## src/rtl/pp_pkg.sv

```systemverilog
// ----------------------------------------------------------------------------
// pp_pkg
// Shared constants and controller/datapath bundles for the polygon perimeter
// block.
// ----------------------------------------------------------------------------
package pp_pkg;

   localparam int MAX_VERTS  = 16;              // vertices kept per polygon
   localparam int MIN_VERTS  = 3;               // fewer than this is flagged
   localparam int COORD_W    = 24;              // Q12.12 coordinate
   localparam int DIFF_W     = COORD_W + 1;     // exact difference / magnitude
   localparam int SQ_W       = 2 * DIFF_W;      // dx^2 + dy^2, Q.24
   localparam int ROOT_W     = SQ_W / 2;        // edge length, Q.12
   localparam int REM_W      = ROOT_W + 1;      // square root remainder
   localparam int SUM_W      = 30;              // perimeter, Q18.12
   localparam int CNT_W      = $clog2(MAX_VERTS + 1);
   localparam int SQRT_STEPS = SQ_W / 2;        // two radicand bits per step
   localparam int STEP_W     = $clog2(SQRT_STEPS);

   typedef struct packed {
      logic load_in;     // capture accepted vertex
      logic take_first;  // vertex becomes first and previous
      logic set_ovf;     // vertex dropped past the limit
      logic close_sel;   // edge runs previous -> first
      logic diff;        // register |dx|, |dy|
      logic mul_x;       // square |dx|
      logic mul_y;       // square |dy|
      logic root_load;   // form radicand, clear root
      logic root_step;   // one root digit
      logic acc_edge;    // add length, advance previous vertex
      logic acc_close;   // add closing length only
      logic emit;        // load result, clear polygon state
   } pp_cmd_type;

   typedef struct packed {
      logic count_zero;
      logic count_full;
      logic last;
   } pp_stat_type;

endpackage

```

## src/rtl/pp_channels.sv

```systemverilog
// ----------------------------------------------------------------------------
// pp channels
// Valid/ready channels for vertex items and perimeter result items.
// ----------------------------------------------------------------------------
interface pp_req_if;
   import pp_pkg::*;

   logic                      valid;
   logic                      ready;
   logic signed [COORD_W-1:0] x_coord;
   logic signed [COORD_W-1:0] y_coord;
   logic                      last_vertex;

   modport source (output valid, x_coord, y_coord, last_vertex, input ready);
   modport sink   (input valid, x_coord, y_coord, last_vertex, output ready);
endinterface

interface pp_rsp_if;
   import pp_pkg::*;

   logic             valid;
   logic             ready;
   logic [SUM_W-1:0] perimeter;
   logic             too_few_vertices;
   logic             truncated;

   modport source (output valid, perimeter, too_few_vertices, truncated, input ready);
   modport sink   (input valid, perimeter, too_few_vertices, truncated, output ready);
endinterface

```

## src/rtl/polygon_perimeter.sv

```systemverilog
// ----------------------------------------------------------------------------
// polygon_perimeter
// Perimeter of one closed polygon streamed as Q12.12 vertex items.
// ----------------------------------------------------------------------------
// An inner vertex passes accept, decide, difference, two squares, radicand,
//   25 root steps and accumulate; the first vertex only accept and decide.
// The last vertex adds a closing edge through the same steps to the result.
// One vertex is taken at a time; the 25-step square root sets the rate.
// A finished result waits in the output register while the next polygon's
//   vertices are taken. Synchronous reset clears all polygon state.
// ----------------------------------------------------------------------------
module polygon_perimeter (
   input  logic     clock,
   input  logic     reset,
   pp_req_if.sink   req_chan,
   pp_rsp_if.source rsp_chan
);
   import pp_pkg::*;

   pp_cmd_type  cmd;    // sequencer -> datapath
   pp_stat_type stat;   // datapath -> sequencer

   // controller: takes a vertex only when idle, runs its edge, the closing edge, both or neither
   pp_ctrl u_ctrl (
      .clock     (clock),
      .reset     (reset),
      .req_valid (req_chan.valid),
      .req_ready (req_chan.ready),
      .rsp_valid (rsp_chan.valid),
      .rsp_ready (rsp_chan.ready),
      .cmd       (cmd),
      .stat      (stat)
   );

   // datapath: vertices, shared squarer, root unit, sum and result register
   pp_datapath u_dp (
      .clock            (clock),
      .reset            (reset),
      .cmd              (cmd),
      .stat             (stat),
      .in_x             (req_chan.x_coord),
      .in_y             (req_chan.y_coord),
      .in_last          (req_chan.last_vertex),
      .perimeter        (rsp_chan.perimeter),
      .too_few_vertices (rsp_chan.too_few_vertices),
      .truncated        (rsp_chan.truncated)
   );

endmodule

```

## src/rtl/pp_datapath.sv

```systemverilog
// ----------------------------------------------------------------------------
// pp_datapath
// Vertex registers, edge difference, shared squarer, digit-by-digit square
// root, saturating perimeter sum and result register.
// ----------------------------------------------------------------------------
module pp_datapath (
   input  logic                              clock,
   input  logic                              reset,
   input  pp_pkg::pp_cmd_type                cmd,
   output pp_pkg::pp_stat_type               stat,
   input  logic signed [pp_pkg::COORD_W-1:0] in_x,
   input  logic signed [pp_pkg::COORD_W-1:0] in_y,
   input  logic                              in_last,
   output logic [pp_pkg::SUM_W-1:0]          perimeter,
   output logic                              too_few_vertices,
   output logic                              truncated
);
   import pp_pkg::*;

   logic signed [COORD_W-1:0] cur_x_ff, cur_y_ff;
   logic                      last_ff;
   logic signed [COORD_W-1:0] first_x_ff, first_y_ff;
   logic signed [COORD_W-1:0] prev_x_ff, prev_y_ff;
   logic [SUM_W-1:0]          sum_ff;
   logic [CNT_W-1:0]          count_ff;
   logic                      ovf_ff;

   logic [DIFF_W-1:0]         dx_ff, dy_ff;
   logic [SQ_W-1:0]           mul_ff, sqx_ff, rad_ff;
   logic [REM_W-1:0]          rem_ff;
   logic [ROOT_W-1:0]         root_ff;

   logic [SUM_W-1:0]          perim_ff;
   logic                      few_ff, trunc_ff;

   logic signed [COORD_W-1:0] end_x, end_y;
   logic signed [DIFF_W-1:0]  dx_c, dy_c;
   logic [DIFF_W-1:0]         mop;
   logic [REM_W+1:0]          rem_sh, trial;
   logic [SUM_W:0]            sum_c;
   logic [SUM_W-1:0]          sum_sat;

   // edge end point: the new vertex, or the first one for the closing edge
   assign end_x = cmd.close_sel ? first_x_ff : cur_x_ff;
   assign end_y = cmd.close_sel ? first_y_ff : cur_y_ff;
   assign dx_c  = DIFF_W'(end_x) - DIFF_W'(prev_x_ff);
   assign dy_c  = DIFF_W'(end_y) - DIFF_W'(prev_y_ff);

   assign mop    = cmd.mul_y ? dy_ff : dx_ff;

   // restoring root: bring down two radicand bits, try 4*root+1
   assign rem_sh = {rem_ff, rad_ff[SQ_W-1 -: 2]};
   assign trial  = {1'b0, root_ff, 2'b01};

   assign sum_c   = {1'b0, sum_ff} + (SUM_W + 1)'(root_ff);
   assign sum_sat = sum_c[SUM_W] ? {SUM_W{1'b1}} : sum_c[SUM_W-1:0];

   always_ff @(posedge clock) begin
      if (cmd.load_in) begin
         cur_x_ff <= in_x;
         cur_y_ff <= in_y;
         last_ff  <= in_last;
      end
      if (cmd.diff) begin
         dx_ff <= dx_c[DIFF_W-1] ? DIFF_W'(-dx_c) : DIFF_W'(dx_c);
         dy_ff <= dy_c[DIFF_W-1] ? DIFF_W'(-dy_c) : DIFF_W'(dy_c);
      end
      if (cmd.mul_x || cmd.mul_y) begin
         mul_ff <= SQ_W'(mop) * SQ_W'(mop);
      end
      if (cmd.mul_y) begin
         sqx_ff <= mul_ff;
      end
      if (cmd.root_load) begin
         rad_ff  <= sqx_ff + mul_ff;
         rem_ff  <= '0;
         root_ff <= '0;
      end else if (cmd.root_step) begin
         rad_ff <= {rad_ff[SQ_W-3:0], 2'b00};
         if (rem_sh >= trial) begin
            rem_ff  <= REM_W'(rem_sh - trial);
            root_ff <= {root_ff[ROOT_W-2:0], 1'b1};
         end else begin
            rem_ff  <= REM_W'(rem_sh);
            root_ff <= {root_ff[ROOT_W-2:0], 1'b0};
         end
      end
      if (cmd.emit) begin
         perim_ff <= sum_ff;
         few_ff   <= (count_ff < CNT_W'(MIN_VERTS));
         trunc_ff <= ovf_ff;
      end
   end

   // polygon state
   always_ff @(posedge clock) begin
      if (reset || cmd.emit) begin
         first_x_ff <= '0;
         first_y_ff <= '0;
         prev_x_ff  <= '0;
         prev_y_ff  <= '0;
         sum_ff     <= '0;
         count_ff   <= '0;
         ovf_ff     <= 1'b0;
      end else begin
         if (cmd.take_first) begin
            first_x_ff <= cur_x_ff;
            first_y_ff <= cur_y_ff;
            prev_x_ff  <= cur_x_ff;
            prev_y_ff  <= cur_y_ff;
            count_ff   <= CNT_W'(1);
         end
         if (cmd.set_ovf) begin
            ovf_ff <= 1'b1;
         end
         if (cmd.acc_edge) begin
            sum_ff    <= sum_sat;
            prev_x_ff <= cur_x_ff;
            prev_y_ff <= cur_y_ff;
            count_ff  <= count_ff + CNT_W'(1);
         end
         if (cmd.acc_close) begin
            sum_ff <= sum_sat;
         end
      end
   end

   assign stat.count_zero = (count_ff == '0);
   assign stat.count_full = (count_ff >= CNT_W'(MAX_VERTS));
   assign stat.last       = last_ff;

   assign perimeter        = perim_ff;
   assign too_few_vertices = few_ff;
   assign truncated        = trunc_ff;

endmodule

```

## src/rtl/pp_ctrl.sv

```systemverilog
// ----------------------------------------------------------------------------
// pp_ctrl
// Sequencer: accepts a vertex, runs its edge, the closing edge, both or
// neither, and hands the result to the output register.
// ----------------------------------------------------------------------------
module pp_ctrl (
   input  logic                 clock,
   input  logic                 reset,
   input  logic                 req_valid,
   output logic                 req_ready,
   output logic                 rsp_valid,
   input  logic                 rsp_ready,
   output pp_pkg::pp_cmd_type   cmd,
   input  pp_pkg::pp_stat_type  stat
);
   import pp_pkg::*;

   typedef enum logic [3:0] {
      ST_IDLE, ST_DECIDE, ST_DIFF, ST_MULX, ST_MULY,
      ST_LOAD, ST_ROOT, ST_ACC, ST_OUT
   } state_type;

   state_type         state_ff;
   logic              close_ff;
   logic [STEP_W-1:0] step_ff;
   logic              rsp_valid_ff;
   logic              slot_free;

   assign slot_free = !rsp_valid_ff || rsp_ready;

   always_comb begin
      cmd           = '0;
      cmd.close_sel = close_ff;
      unique case (state_ff)
         ST_IDLE:   cmd.load_in    = req_valid;
         ST_DECIDE: begin
            cmd.take_first = stat.count_zero;
            cmd.set_ovf    = !stat.count_zero && stat.count_full;
         end
         ST_DIFF:   cmd.diff       = 1'b1;
         ST_MULX:   cmd.mul_x      = 1'b1;
         ST_MULY:   cmd.mul_y      = 1'b1;
         ST_LOAD:   cmd.root_load  = 1'b1;
         ST_ROOT:   cmd.root_step  = 1'b1;
         ST_ACC: begin
            cmd.acc_edge  = !close_ff;
            cmd.acc_close = close_ff;
         end
         ST_OUT:    cmd.emit       = slot_free;
         default:   cmd            = '0;
      endcase
   end

   always_ff @(posedge clock) begin
      if (reset) begin
         state_ff     <= ST_IDLE;
         close_ff     <= 1'b0;
         step_ff      <= '0;
         rsp_valid_ff <= 1'b0;
      end else begin
         if (cmd.emit) begin
            rsp_valid_ff <= 1'b1;
         end else if (rsp_ready) begin
            rsp_valid_ff <= 1'b0;
         end
         unique case (state_ff)
            ST_IDLE: begin
               if (req_valid) begin
                  state_ff <= ST_DECIDE;
               end
            end
            ST_DECIDE: begin
               if (!stat.count_zero && !stat.count_full) begin
                  close_ff <= 1'b0;
                  state_ff <= ST_DIFF;
               end else if (stat.last) begin
                  close_ff <= 1'b1;
                  state_ff <= ST_DIFF;
               end else begin
                  state_ff <= ST_IDLE;
               end
            end
            ST_DIFF:  state_ff <= ST_MULX;
            ST_MULX:  state_ff <= ST_MULY;
            ST_MULY:  state_ff <= ST_LOAD;
            ST_LOAD: begin
               step_ff  <= '0;
               state_ff <= ST_ROOT;
            end
            ST_ROOT: begin
               step_ff <= step_ff + STEP_W'(1);
               if (step_ff == STEP_W'(SQRT_STEPS - 1)) begin
                  state_ff <= ST_ACC;
               end
            end
            ST_ACC: begin
               if (close_ff) begin
                  state_ff <= ST_OUT;
               end else if (stat.last) begin
                  close_ff <= 1'b1;
                  state_ff <= ST_DIFF;
               end else begin
                  state_ff <= ST_IDLE;
               end
            end
            ST_OUT: begin
               if (slot_free) begin
                  close_ff <= 1'b0;
                  state_ff <= ST_IDLE;
               end
            end
            default: state_ff <= ST_IDLE;
         endcase
      end
   end

   assign req_ready = (state_ff == ST_IDLE);
   assign rsp_valid = rsp_valid_ff;

endmodule

```

## src/flat_wrapper.sv

```systemverilog
// flat-port wrapper written by rule: the top's interface ports become plain ports
module polygon_perimeter_flat import pp_pkg::*;
  (clock, reset, req_chan_valid, req_chan_x_coord, req_chan_y_coord, req_chan_last_vertex, req_chan_ready, rsp_chan_valid, rsp_chan_perimeter, rsp_chan_too_few_vertices, rsp_chan_truncated, rsp_chan_ready);
  pp_req_if req_chan_i ();
  pp_rsp_if rsp_chan_i ();
  input  logic clock;
  input  logic reset;
  input wire logic [$bits(req_chan_i.valid)-1:0] req_chan_valid;
  input wire logic [$bits(req_chan_i.x_coord)-1:0] req_chan_x_coord;
  input wire logic [$bits(req_chan_i.y_coord)-1:0] req_chan_y_coord;
  input wire logic [$bits(req_chan_i.last_vertex)-1:0] req_chan_last_vertex;
  output wire logic [$bits(req_chan_i.ready)-1:0] req_chan_ready;
  output wire logic [$bits(rsp_chan_i.valid)-1:0] rsp_chan_valid;
  output wire logic [$bits(rsp_chan_i.perimeter)-1:0] rsp_chan_perimeter;
  output wire logic [$bits(rsp_chan_i.too_few_vertices)-1:0] rsp_chan_too_few_vertices;
  output wire logic [$bits(rsp_chan_i.truncated)-1:0] rsp_chan_truncated;
  input wire logic [$bits(rsp_chan_i.ready)-1:0] rsp_chan_ready;
  assign req_chan_i.valid = req_chan_valid;
  assign req_chan_i.x_coord = req_chan_x_coord;
  assign req_chan_i.y_coord = req_chan_y_coord;
  assign req_chan_i.last_vertex = req_chan_last_vertex;
  assign req_chan_ready = req_chan_i.ready;
  assign rsp_chan_valid = rsp_chan_i.valid;
  assign rsp_chan_perimeter = rsp_chan_i.perimeter;
  assign rsp_chan_too_few_vertices = rsp_chan_i.too_few_vertices;
  assign rsp_chan_truncated = rsp_chan_i.truncated;
  assign rsp_chan_i.ready = rsp_chan_ready;
  polygon_perimeter u_core (.clock(clock), .reset(reset), .req_chan(req_chan_i), .rsp_chan(rsp_chan_i));
endmodule
```

## config.mk

```make
export PLATFORM = sky130hd
export DESIGN_NAME = polygon_perimeter_flat
export DESIGN_NICKNAME = d
export VERILOG_FILES = /design/src/rtl/pp_pkg.sv /design/src/rtl/pp_channels.sv /design/src/rtl/polygon_perimeter.sv /design/src/rtl/pp_datapath.sv /design/src/rtl/pp_ctrl.sv /design/src/flat_wrapper.sv
export SDC_FILE = /design/constraint.sdc
export NUM_CORES = 2
export LEC_CHECK = 0
export BUFFER_PORTS_ARGS = -buffer_cell sky130_fd_sc_hd__buf_4
export CAP_MARGIN = 20
export CORE_ASPECT_RATIO = 0.9
export CORE_MARGIN = 2
export CORE_UTILIZATION = 41
export DETAILED_ROUTE_END_ITERATION = 16
export PLACE_DENSITY_LB_ADDON = 0.05
export SLEW_MARGIN = 0
export SYNTH_ARGS = -nofsm -noshare
export SYNTH_HDL_FRONTEND = slang
export SYNTH_SLANG_ARGS = --single-unit
```

## constraint.sdc

```tcl
create_clock -name clock -period 14.85 [get_ports clock]
set_input_delay 0.7425 -clock clock [delete_from_list [all_inputs] [get_ports clock]]
set_output_delay 0.7425 -clock clock [all_outputs]
set_load 0.005 [all_outputs]
```

==> results.yml <==
run_status:
  status: "completed"
clocking:
  cts_root_buffer: "clkbuf_16"
  cts_resized: 0
  clkTransAtPathRegs_ps: 60
  clock_sinks: 473
  cts_max_level: 2
  holdBufCountCts: 0
  cts_max_path_buffers: 3
  clkLatencyLatePin_ps: 640
  postCtsSetupBuffers: 0
  cts_tree: "done"
  cts_buffers: 54
floorplan:
  core_sq_um: 102000
  chipWidth_um: 343
  initial_core_util_pct: 41.5
  fp.dieH_um: 309
  dieArea_sq_um: 106000
  ios: 87
  num_rows: 111
sta:
  rsz0062_at_grt: "false"
  slew_viol_final: 0
  skew_ps: 55.9
  setup_violations: 0
  finalSetupTns_ps: 0
  hold_viol_final: 0
  min_period_ps: 10920
  fmax_mhz: 91.6
  tightest_slew_ps: 1070
  period_share_pct: 73.5
  max_slew_margin_pct: 26.7
worst_setup_path:
  start_kind: "flip-flop"
  cp-startpoint: "u_core.u_ctrl.state_ff[2]"
  r2r_start: "u_core.u_ctrl.state_ff[2]"
  worstPathMaxFanout: 31
  crit_slowest_cell: "clkinv_1"
  reg2reg_slack_ps: 3930
  cp_data_arrival_time_ps: 11300
  slowest_delay_ps: 1150
  critPathCaptureType: "flip-flop"
  crit_top_cell: "fa_1"
  rr_worst_depth: 29
  timing.critical_path.required_ps: 15230
  crit_end: "u_core.u_dp.mul_ff[49]"
  rr_endpoint: "u_core.u_dp.mul_ff[49]"
  worst-setup-path-type: "flip-flop to flip-flop"
global_routing:
  track_usage_pct: 21.0
  grt_pass1_vias: 30800
  antenna_found_initial: 0
  grt_overflow_total: 0
  grt_first_pass_wirelength_mm: 175
  grt_max_degree: 89
synthesis:
  ys_types: 96
  synth_area_sq_um: 42400
  syn_inst: 4511
  synth_top_area_share_pct: 22.1
  async_reset_ff_share_pct: 0
  yosysTopAreaCell: "fa_1"
  yosysWarnings: 0
  ys_ff_latch: 473
  synth_fp_nets: 5365
  synth-main-ff-cell: "edfxtp_1"
  seq_area_frac_synth_pct: 28.9
  yosysMostFrequentCell: "inv_1"
  synth-edff-count: 279
  avgSynthCellArea_sq_um: 9.40
  synth_common_cells: "inv_1, nand2_1, fa_1"
  synth_area_leaders: "fa_1, edfxtp_1, ha_1, dfxtp_1, inv_1"
final_layout:
  layout-drive-gt1-share_pct: 7.37
  nets: 5398
  syn_to_final_growth_pct: 9.54
min_path:
  hold_class: "primary input to flip-flop"
  worstHoldStart: "req_chan_y_coord[11]"
placed_design:
  place_congestion: 0.838
  dp_hpwl_mm: 82.0
  port-buffer-count: 86
drt:
  finalWirelength_mm: 109
  avgRoutedWirePerCell_um: 18.3
  detailedRoute.firstPassIterationCount: 5
  drtIter0Drc: 1614
  postRouteAntennaNets: 0
  vias: 30100
  vias_per_cell: 5.06
  drc: 0
flow_run:
  cap_viol_max_count: 0
-- routing by layer --
layer	GRT usage, %	vias to the layer above	part of all wire, %
met2	32.3	527	43
met3	3.82	115	5.3
li1	-	14800	-
met4	4.35	0	1.9
met5	0	-	0
met1	30.9	14700	49
-- registers in the layout, summed over array words and instances (netlist names), 24 cells and up --
name / count
u_core.u_dp.first_x_ff: 24
u_core.u_dp.sqx_ff: 49
u_core.u_dp.dx_ff: 25
u_core.u_dp.cur_x_ff: 24
u_core.u_dp.prev_x_ff: 24
u_core.u_dp.prev_y_ff: 24
u_core.u_dp.dy_ff: 25
u_core.u_dp.rad_ff: 50
u_core.u_dp.sum_ff: 30
u_core.u_dp.first_y_ff: 24
u_core.u_dp.perimeter: 30
u_core.u_dp.root_ff: 25
u_core.u_dp.cur_y_ff: 24
u_core.u_dp.rem_ff: 26
u_core.u_dp.mul_ff: 49
-- logic make-up after synthesis --
| group | count (synthesis) | share of synthesized area, % |
|---|---|---|
| AND/OR/NAND/NOR | 1102 | 11.4 |
| buffers and inverters | 965 | 8.58 |
| AO/OA/AOI/OAI | 865 | 12.4 |
| adder cells (fa/ha/maj) | 801 | 31.9 |
| flip-flops | 473 | 28.9 |
| XOR/XNOR | 223 | 4.64 |
| multiplexers | 82 | 2.12 |
-- metrics by stage --
| stage | setup slack [ps] | cells | area (sq um) | hold WS (ps) | util (%) |
|---|---|---|---|---|---|
| after detailed placement | 3970 | 5844 | 44600 | 419 | 43.6 |
| after global routing | 3210 | 5944 | 46400 | 233 | 45.4 |
| final | 3930 | 5945 | 46400 | 280 | 45.4 |
| after CTS | 3930 | 5944 | 46400 | 228 | 45.4 |
| after global placement | 4340 | 5844 | 44600 | 417 | 43.6 |
| after floorplan | 5290 | 4511 | 42400 | 409 | - |
-- worst min path at each step --
stage	cells past startpoint	slack [ps]	to
after floorplan	0	410	u_core.u_dp.truncated
after global placement	0	420	u_core.u_dp.truncated
after detailed placement	0	420	u_core.u_dp.truncated
after CTS	1	230	u_core.u_dp.cur_y_ff[12]
after global routing	1	230	u_core.u_dp.cur_x_ff[13]
final	1	280	u_core.u_dp.cur_y_ff[11]
-- cell usage in the layout, fill, tap and decap left out, types with 11 or more instances in the layout --
master     netlist  final
inv_1          805    805
nand2_1        551    551
fa_1           469    469
a21oi_1        376    376
ha_1           332    332
nor2_1         286    281
edfxtp_1       279    279
dfxtp_1        194    194
o21ai_0        184    183
buf_4            1    131
xnor2_1        127    127
a21o_1          98     98
xor2_1          94     94
mux2_2          62     62
clkbuf_16        0     56
nand3_1         43     42
nor3_1          35     34
nor2b_1         34     34
and3_1          30     27
nand2b_1        26     25
nand4_1         25     25
a31oi_1         26     25
o21bai_1        21     21
o21a_1          21     21
a211oi_1        18     18
mux2i_1         20     16
and2_1          16     15
clkinv_2         0     14
clkinv_1         5     13
o211ai_1        11     11
-- layout make-up --
cell class | count | area, sq um
flip-flops and latches | 473 | 12300
repair buffers | 131 | 983
fillers | 10100 | 55800
multi-input cells | 3073 | 26600
clock inverters | 35 | 402
inverters | 811 | 3040
well taps | 1356 | 1700
clock buffers | 65 | 1460
diodes | 1 | 2.50
-- worst max-delay path, delay by kind of cell, from the launching register on --
kind,cells,cell delay [ps]
AOI/OAI and AO/OA,7,2120
xor gates and xnor gates,1,120
adders and majority gates,8,3880
buffers and inverters,7,1890
DFF,1,570
muxes,1,940
and+or+nand+nor,5,1110
Power is left out: the tool's default activity adds up to more than one toggle a clock period on the data nets, which glitch-free logic cannot reach.
